--- src/sv/cle_pkg.sv ---
package cle_pkg;

    localparam int LINE_CAPACITY = 128;
    localparam int COUNT_W       = $clog2(LINE_CAPACITY);

    localparam logic [1:0] KIND_ECHO = 2'd0;
    localparam logic [1:0] KIND_DONE = 2'd1;
    localparam logic [1:0] KIND_READ = 2'd2;

    localparam logic ACTION_CHAR = 1'b0;
    localparam logic ACTION_READ = 1'b1;

    localparam logic [7:0] CH_NUL   = 8'h00;
    localparam logic [7:0] CH_BS    = 8'h08;
    localparam logic [7:0] CH_LF    = 8'h0A;
    localparam logic [7:0] CH_CR    = 8'h0D;
    localparam logic [7:0] CH_ESC   = 8'h1B;
    localparam logic [7:0] CH_SPACE = 8'h20;
    localparam logic [7:0] CH_TILDE = 8'h7E;

endpackage

--- src/sv/console_line_editor.sv ---
// Console line editor. Each accepted transfer is either a received console byte
// (action 0) or a read of one stored line byte (action 1). Printable bytes are
// stored and echoed, backspace echoes BS, space, BS, ESC skips the next two
// bytes, CR or LF echoes LF and then reports the line as complete; the byte after
// that starts a new line. An input transfer is taken and updates the line state
// at once; its results leave one per cycle from the output register unless the
// receiver stalls, so a printable byte or a read gives one result, a line end two
// and a backspace three. The next input is taken in the cycle its predecessor's
// last result leaves, so a stream of such items runs at one item per result.
// Read data comes from the line store's registered read port.
module console_line_editor
(
    input  logic                clk,
    input  logic                rst_n,
    input  logic                in_valid,
    output logic                in_stall,
    input  logic                action,
    input  logic [7:0]          char_in,
    input  logic [6:0]          read_index,
    output logic                out_valid,
    input  logic                out_stall,
    output logic [1:0]          kind,
    output logic [7:0]          data_byte,
    output logic [6:0]          line_length,
    output logic                last
);

    typedef enum logic [1:0]
    {
        ESC_NONE,
        ESC_SKIP2,
        ESC_SKIP1
    } esc_t;

    typedef enum logic [1:0]
    {
        SEQ_ECHO,
        SEQ_LINE,
        SEQ_BKSP,
        SEQ_READ
    } seq_t;

    localparam int CW = cle_pkg::COUNT_W;

    logic [7:0]    line_mem [cle_pkg::LINE_CAPACITY];
    logic [7:0]    rd_data_reg;

    logic [CW-1:0] count_reg, count_next;
    esc_t          esc_reg, esc_next;
    logic          closed_reg, closed_next;

    logic          s2_valid_reg;
    seq_t          s2_seq_reg;
    logic [1:0]    s2_pos_reg;
    logic [7:0]    s2_char_reg;
    logic [6:0]    s2_len_reg;
    logic          s2_rd_ok_reg;

    logic          in_xfer;
    logic          out_xfer;
    logic          s2_done;
    logic          is_char;
    logic          is_read;
    logic [CW-1:0] base_count;
    logic          printable;
    logic          do_store;
    logic          has_res;
    seq_t          res_seq;
    logic          rd_ok;
    logic          last_cur;

    assign is_char   = (action == cle_pkg::ACTION_CHAR) && (char_in != cle_pkg::CH_NUL);
    assign is_read   = (action == cle_pkg::ACTION_READ);
    assign base_count = closed_reg ? '0 : count_reg;
    assign printable = (char_in >= cle_pkg::CH_SPACE) && (char_in <= cle_pkg::CH_TILDE);
    assign rd_ok     = int'(read_index) < int'(count_reg);

    always_comb
    begin
        last_cur = 1'b1;
        unique case (s2_seq_reg)
            SEQ_LINE: last_cur = (s2_pos_reg == 2'd1);
            SEQ_BKSP: last_cur = (s2_pos_reg == 2'd2);
            default:  last_cur = 1'b1;
        endcase
    end

    assign out_valid = s2_valid_reg;
    assign out_xfer  = s2_valid_reg && !out_stall;
    assign s2_done   = out_xfer && last_cur;
    assign in_stall  = s2_valid_reg && !s2_done;
    assign in_xfer   = in_valid && !in_stall;

    always_comb
    begin
        count_next  = count_reg;
        esc_next    = esc_reg;
        closed_next = closed_reg;
        do_store    = 1'b0;
        has_res     = 1'b0;
        res_seq     = SEQ_READ;
        if (is_read)
        begin
            has_res = 1'b1;
        end
        else if (is_char)
        begin
            count_next  = base_count;
            closed_next = 1'b0;
            priority if (char_in == cle_pkg::CH_LF || char_in == cle_pkg::CH_CR)
            begin
                esc_next    = ESC_NONE;
                closed_next = 1'b1;
                has_res     = 1'b1;
                res_seq     = SEQ_LINE;
            end
            else if (char_in == cle_pkg::CH_ESC)
            begin
                esc_next = (esc_reg != ESC_NONE) ? ESC_NONE : ESC_SKIP2;
            end
            else if (char_in == cle_pkg::CH_BS)
            begin
                if (esc_reg != ESC_NONE)
                begin
                    esc_next = ESC_NONE;
                end
                else if (base_count != '0)
                begin
                    count_next = base_count - CW'(1);
                    has_res    = 1'b1;
                    res_seq    = SEQ_BKSP;
                end
            end
            else if (esc_reg == ESC_SKIP2)
            begin
                esc_next = ESC_SKIP1;
            end
            else if (esc_reg != ESC_NONE)
            begin
                esc_next = ESC_NONE;
            end
            else if (printable && (base_count < CW'(cle_pkg::LINE_CAPACITY - 1)))
            begin
                do_store   = 1'b1;
                count_next = base_count + CW'(1);
                has_res    = 1'b1;
                res_seq    = SEQ_ECHO;
            end
        end
    end

    always_ff @(posedge clk)
    begin
        if (in_xfer && do_store)
        begin
            line_mem[base_count] <= char_in;
        end
        if (in_xfer && is_read)
        begin
            rd_data_reg <= line_mem[CW'(read_index)];
        end
    end

    always_ff @(posedge clk or negedge rst_n)
    begin
        if (!rst_n)
        begin
            count_reg    <= '0;
            esc_reg      <= ESC_NONE;
            closed_reg   <= 1'b1;
            s2_valid_reg <= 1'b0;
            s2_seq_reg   <= SEQ_ECHO;
            s2_pos_reg   <= 2'd0;
        end
        else
        begin
            if (in_xfer)
            begin
                count_reg  <= count_next;
                esc_reg    <= esc_next;
                closed_reg <= closed_next;
            end
            if (in_xfer && has_res)
            begin
                s2_valid_reg <= 1'b1;
                s2_seq_reg   <= res_seq;
                s2_pos_reg   <= 2'd0;
            end
            else if (s2_done)
            begin
                s2_valid_reg <= 1'b0;
            end
            else if (out_xfer)
            begin
                s2_pos_reg <= s2_pos_reg + 2'd1;
            end
        end
    end

    always_ff @(posedge clk)
    begin
        if (in_xfer && has_res)
        begin
            s2_char_reg  <= char_in;
            s2_len_reg   <= 7'(count_next);
            s2_rd_ok_reg <= rd_ok;
        end
    end

    always_comb
    begin
        kind      = cle_pkg::KIND_ECHO;
        data_byte = s2_char_reg;
        unique case (s2_seq_reg)
            SEQ_ECHO:
            begin
                kind      = cle_pkg::KIND_ECHO;
                data_byte = s2_char_reg;
            end
            SEQ_LINE:
            begin
                kind      = (s2_pos_reg == 2'd0) ? cle_pkg::KIND_ECHO : cle_pkg::KIND_DONE;
                data_byte = (s2_pos_reg == 2'd0) ? cle_pkg::CH_LF : cle_pkg::CH_NUL;
            end
            SEQ_BKSP:
            begin
                kind      = cle_pkg::KIND_ECHO;
                data_byte = (s2_pos_reg == 2'd1) ? cle_pkg::CH_SPACE : cle_pkg::CH_BS;
            end
            SEQ_READ:
            begin
                kind      = cle_pkg::KIND_READ;
                data_byte = s2_rd_ok_reg ? rd_data_reg : cle_pkg::CH_NUL;
            end
        endcase
    end

    assign line_length = s2_len_reg;
    assign last        = last_cur;

endmodule

--- config.mk ---
export PLATFORM = sky130hd
export DESIGN_NAME = console_line_editor
export DESIGN_NICKNAME = d
export VERILOG_FILES = /design/src/sv/cle_pkg.sv /design/src/sv/console_line_editor.sv
export SDC_FILE = /design/constraint.sdc
export NUM_CORES = 1
export LEC_CHECK = 0
export ABC_CLOCK_PERIOD_IN_PS = 7800
export BUFFER_PORTS_ARGS = -buffer_cell sky130_fd_sc_hd__buf_2
export CAP_MARGIN = 10
export CELL_PAD_IN_SITES_DETAIL_PLACEMENT = 1
export CELL_PAD_IN_SITES_GLOBAL_PLACEMENT = 1
export CORE_ASPECT_RATIO = 0.6
export CORE_MARGIN = 2
export CORE_UTILIZATION = 55
export DETAILED_ROUTE_END_ITERATION = 7
export GPL_TIMING_DRIVEN = 0
export PLACE_DENSITY_LB_ADDON = 0.1
export SLEW_MARGIN = 20
export SYNTH_ARGS = -nofsm -noshare
export SYNTH_HDL_FRONTEND = slang
export SYNTH_SLANG_ARGS = --single-unit
--- constraint.sdc ---
create_clock -name clk -period 7.8 [get_ports clk]
set_input_delay 1.17 -clock clk [delete_from_list [all_inputs] [get_ports clk]]
set_output_delay 1.17 -clock clk [all_outputs]
set_load 0.01 [all_outputs]
# --- After elaboration in Yosys (flattened, before gate mapping) ---
# Memory sizes are Yosys's and may differ from the RTL's. A register that Yosys moved wholly into a read port is not among the register bits.
# Cells that the tools add are included.
word_totals:
  regBits: 31
  mem_bits_rw: 1024
  inputBits: 20
  output_inout_bits: 20
  wordCells: 110
  memories: 1
memory_table:
  columns: ["name", "depth", "width", "read_ports", "rd_clocked_by_memory_dff", "wr", "line", "source"]
  rows:
  - ["line_mem", 128, 8, 1, 1, 1, "console_line_editor.sv:45", "logic [7:0] line_mem [cle_pkg::LINE_CAPACITY];"]
op_classes:
  add_sub_neg: 3
  magnitude_cmp: 4
  n_eq_ne: 11
  n_mux: 57
  n_bitwise: 1
  n_reduce_logical: 24
op_table:
  columns: ["operator", "count"]
  rows:
  - ["2-to-1 mux 7 bit", 11]
  - ["2-to-1 mux 2 bit", 16]
  - ["case mux 8 bit (4 select lines)", 1]
  - ["equality test 8 x 4 -> 1 bit, second input constant", 3]
  - ["2-to-1 mux 1 bit", 24]
  - ["logical AND 1 bit", 10]
  - ["equality test 8 x 5 -> 1 bit, second input constant", 1]
  - [">= comparator 8 x 6 -> 1 bit, second input constant", 1]
  - ["<= comparator 8 x 7 -> 1 bit, second input constant", 1]
  - ["2-to-1 mux 8 bit", 1]
  - ["nonzero test 8 bit", 1]
  - ["adder 7 x 1 -> 7 bit, second input constant", 1]
  - ["< comparator 7 bit", 1]
  - ["< comparator 7 bit, second input constant", 1]
  - ["nonzero test 7 bit", 1]
  - ["subtractor 7 x 1 -> 7 bit, second input constant", 1]
  - ["equality test 2 x 1 -> 1 bit, second input constant", 3]
  - ["equality test 2 bit, second input constant", 3]
  - ["2-to-1 mux 6 bit", 1]
  - ["case mux 2 bit (3 select lines)", 1]
  - ["nonzero test 2 bit", 3]
  - ["logical NOT 2 bit", 2]
  - ["2-to-1 mux 4 bit", 1]
  - ["logical NOT 1 bit", 3]
  - ["8 further kinds", 8]

# --- Longest topological paths before layout ---
logic_depth:
  depth_word: 14
  ltp_mapped: 10
  ltp_nobuf: 8

# --- Worst setup path after synthesis ---
# OpenSTA, ideal clock, no wires.
synth_path:
  path_type: "input to register"
  start: "in char_in[7]"
  end: "mem line_mem[58][0], enable pin"
  setup_ns: 0.370
  arrival_time_ns: 2.761
  required_ns: 7.430
  slack_ns: 4.669
  stages: 6
  path_buffers: 1
  cell_sequence: "o21ba_2 > o211a_1 > nand2_1 > or3_1 > buf_2 > nor2_1"
synth_via:
  elab_chain_cells: 14
  elab_cells_between_ends: 22
  classes_between: "order compare: 2; eq/ne: 4; mux: 10; reduce/logical: 6"
synth_rtl:
  columns: ["element", "line", "source"]
  rows:
  - ["from (decl)", "console_line_editor.sv:18", "input logic [7:0] char_in,"]
  - [">= comparator 8 x 6 -> 1 bit / <= comparator 8 x 7 -> 1 bit (equally long branches)", "console_line_editor.sv:75", "assign printable = (char_in >= cle_pkg::CH_SPACE) && (char_in <= cle_pkg::CH_TILDE);"]
  - ["logical AND 1 bit", "console_line_editor.sv:75", null]
  - ["logical AND 1 bit", "console_line_editor.sv:142", "else if (printable && (base_count < CW'(cle_pkg::LINE_CAPACITY - 1)))"]
  - ["2-to-1 mux 1 bit", "console_line_editor.sv:142", null]
  - ["2-to-1 mux 1 bit", "console_line_editor.sv:138", "else if (esc_reg != ESC_NONE)"]
  - ["2-to-1 mux 1 bit", "console_line_editor.sv:134", "else if (esc_reg == ESC_SKIP2)"]
  - ["2-to-1 mux 1 bit", "console_line_editor.sv:121", "else if (char_in == cle_pkg::CH_BS)"]
  - ["2-to-1 mux 1 bit", "console_line_editor.sv:117", "else if (char_in == cle_pkg::CH_ESC)"]
  - ["2-to-1 mux 1 bit", "console_line_editor.sv:110", "priority if (char_in == cle_pkg::CH_LF || char_in == cle_pkg::CH_CR)"]
  - ["2-to-1 mux 1 bit *", "console_line_editor.sv:106", "else if (is_char)"]
  - ["2-to-1 mux 1 bit *", "console_line_editor.sv:102", "if (is_read)"]
  - ["logical AND 1 bit *", "console_line_editor.sv:154", "if (in_xfer && do_store)"]
  - ["2-to-1 mux 1 bit *", "console_line_editor.sv:154", null]
  - ["2-to-1 mux 1 bit (not written as such) *", "console_line_editor.sv:156", "line_mem[base_count] <= char_in;"]
  - ["to (decl)", "console_line_editor.sv:45", null]
# Mark *: on every way between the ends. The rest lies on a longest branch, timed or not.

# --- Worst setup path in the final report ---
layout_path:
  start: "in char_in[5]"
  end: "mem line_mem[62][6], enable pin"
# Same word-level chain as after synthesis.

==> metrics.md <==
| Metric | Value |
|---|---|
| DR vias | 22,400 |
| Final Instance Count excl. Fillers | 3,422 |
| Slew Limit Headroom | 0.306 |
| CP Capture Type | register |
| Worst slew pin tran | 1.04 ns |
| Synth Cell Area | 41,900 um^2 |
| DR vias/cell | 6.54 |
| Vias in the first global route | 23,000 |
| Max FFs per register | 1,024 |
| Starting Density | 0.555 |
| Ant diodes | 0 |
| Layout cell share with drive strength beyond 1 | 0.191 |
| CTS root buf | clkbuf_16 |
| GP Congestion | 0.913 |
| Count of cell types in the netlist | 72 |
| Final net count | 2,381 |
| H-tree depth | 3 |
| Sequential area share after synthesis | 0.759 |
| Fin. max-slew vios | 0 |
| NetSw | 2.89 mW |
| Initial antenna violation count | 4 |
| CTS sink count | 1,063 |
| Crit Path Category | in -> reg |
| Max Root-Sink Buffers | 3 |
| CTS tree | built |
| Final hold violations | 0 |
| Die ar. | 78,500 um^2 |
| Reg power frac | 0.529 |
| Syn_area_per_cell | 19.1 um^2 |
| Layout Utilization | 0.617 |
| P_leak | 14.9 nW |
| Pwr Total | 12.1 mW |
| R2r worst-path depth | 9 |
| FFs w/ async S/R, synth | 0.0141 |
| R2R setup slack | 3.51 ns |
| Most common cell after layout, fill and taps aside | edfxtp_1 |
| Dpl hpwl | 77.1 mm |
| Hold Crit Class | in -> async |
| Most frequent cells in the layout | edfxtp_1 (1,048), mux4_2 (192), nor2_1 (158) |
| Internal power | 9.17 mW |
| Drt drc | 0 |
| Insertion delay to the later sink of the worst-skew pair | 0.68 ns |
| Post-CTS Setup Repair Bufs | 0 |
| Core ar. | 75,500 um^2 |
| Synth top area cells | edfxtp_1 (75%), mux4_2 (10%), mux2i_1 (3.1%) |
| Final period utilization | 0.611 |
| Reg-to-Reg Start | s2_seq_reg[1] |
| FP Rows | 78 |
| Pwr dens | 259 nW/um^2 |
| DR pass1 iterations | 6 |
| Startpoint Class | primary input |
| R2R Path End | line_mem[62][6] |
| Gate power share | 0.092 |
| DRT iter0 DRCs | 3,198 |
| Syn Inst Count | 2,196 |
| Final setup vio count | 0 |
| WL per Instance | 33.7 um |
| Yosys reg bits | 1,063 |
| Minimum clock period | 4.76 ns |
| Max Fclk | 210 MHz |
| Largest net degree at the start of global routing | 105 |
| Hold Buf Count CTS | 0 |
| Post-synth EDFFs | 1,048 |
| Area Overhead vs Synth | 11.2% |
| Fill count | 6,464 |
| Clk pwr share | 0.379 |
| CP Data Required Time | 8.11 ns |
| Synth Flop Type | edfxtp_1 |
| Cells after DPL | 3,249 |
| Final setup TNS | 0 ns |
| Yosys top cell by area | edfxtp_1 |
| Num CTS Buffers | 95 |
| Number of cells upsized or downsized after cts | 0 |
| Worst-path clk slew | 0.06 ns |
| CP Max Fanout | 86 |
| Boundary Pins | 40 |
| Synth Warn # | 0 |
| Worst ir drop on vdd | 0.215 mV |
| Routed Antenna Nets | 0 |
| Die Wd | 360 um |
| Area share of the largest cell type after synthesis | 0.750 |
| Sw Share | 0.239 |
| Clock skew | 0.0144 ns |
| Total track usage | 0.303 |
| First-pass GRT wire length | 167 mm |
| Max Cap Violations | 0 |
| Outcome | completed |
| Grt total ovfl | 0 |
| Die Y | 218 um |
| Crit path arrival time | 5.08 ns |
| RSZ-0062 raised after global routing | no |
| Final WL | 115 mm |
| Port bufs | 38 |
==> layout make-up <==
| cell class | count | area (um^2) | area share |
|---|---|---|---|
| flip-flops and latches | 1063 | 31800 | 0.683 |
| well taps | 1000 | 1250 | 0.0268 |
| multi-input cells | 1004 | 9450 | 0.203 |
| inverters | 16 | 60.1 | 0.00129 |
| repair buffers | 46 | 460 | 0.00987 |
| clock buffers | 122 | 2540 | 0.0545 |
| clock inverters | 51 | 407 | 0.00872 |
| plain buffers | 120 | 608 | 0.0130 |
==> cells in the mapped netlist, types with 2 or more instances <==
library cell  instances
a211oi_1             61
a21oi_1              11
a21oi_2               2
a22o_1                2
a22oi_1              68
a31oi_1               3
and2_1                4
and3b_1               2
buf_1                 5
buf_2                47
buf_4                22
buf_6                 2
clkbuf_1             43
dfrtp_1              14
edfxtp_1           1048
ha_1                 15
inv_1                16
mux2i_1             130
mux4_2              192
nand2_1             134
nand2b_1              4
nand3_1              29
nand3b_1              5
nand4_1               3
nor2_1              159
nor2b_1               6
nor3_1               15
nor4_1                9
o211ai_1              3
o21ai_0              34
o22a_1                2
o22ai_1              56
or2_2                 3
or3_1                 8
xnor2_1               2
==> per-layer routing <==
metal	vias to the layer above	wire length [um]	global-route usage	part of all wire
met3	150	13900	0.106	0.12
met2	1166	47800	0.408	0.41
li1	9241	-	-	-
met4	4	2520	0.0745	0.022
met5	-	22	0	0.00019
met1	11800	51200	0.473	0.44
==> cells by family after synthesis <==
group	share of synthesized area
flip-flops	0.759
AND/OR/NAND/NOR	0.0422
multiplexers	0.134
AO/OA/AOI/OAI	0.0431
buffers and inverters	0.0159
adder cells (fa/ha/maj)	0.00448
XOR/XNOR	0.000627
other	0.0000894
==> critical path: stages <==
cell and delay (ns):
buf_6 0.30, buf_16 0.32, o21ba_2 0.22, o211a_1 0.30, nand2_1 0.55, nor2_4 0.40, nand3_1 0.35, buf_2 0.46
nor2_1 0.82
==> power groups by stage <==
stage	clock (mW)	sequential (mW)	combinational (mW)
global route	4.83	6.38	1.18
global placement	0	6.51	1.03
finish	4.57	6.38	1.11
floorplan	0	6.50	0.583
CTS	4.62	6.38	1.09
detailed placement	0	6.50	1.08
==> worst max path at each step <==
| stage | slack [ns] | start | end |
|---|---|---|---|
| 6_report | 3.04 | char_in[5] | line_mem[62][6] |
| 5_1_grt | 2.96 | char_in[5] | line_mem[62][6] |
| 4_1_cts | 3.21 | char_in[5] | line_mem[62][7] |
| 3_5_place_dp | 2.47 | char_in[5] | line_mem[62][6] |
| 3_3_place_gp | 1.24 | char_in[1] | line_mem[62][2] |
| 2_1_floorplan | 4.67 | char_in[7] | line_mem[58][0] |
==> per-stage QoR <==
step | setup slack [ns] | cell area [um^2] | hold slack, ns
4_1_cts | 3.21 | 46600 | 0.378
6_report | 3.04 | 46600 | 0.410
5_1_grt | 2.96 | 46600 | 0.403
2_1_floorplan | 4.67 | 42000 | 0.494
3_5_place_dp | 2.47 | 43700 | 0.534
3_3_place_gp | 1.24 | 43400 | 0.518
No activity file was read; power rests on OpenSTA's default activity.
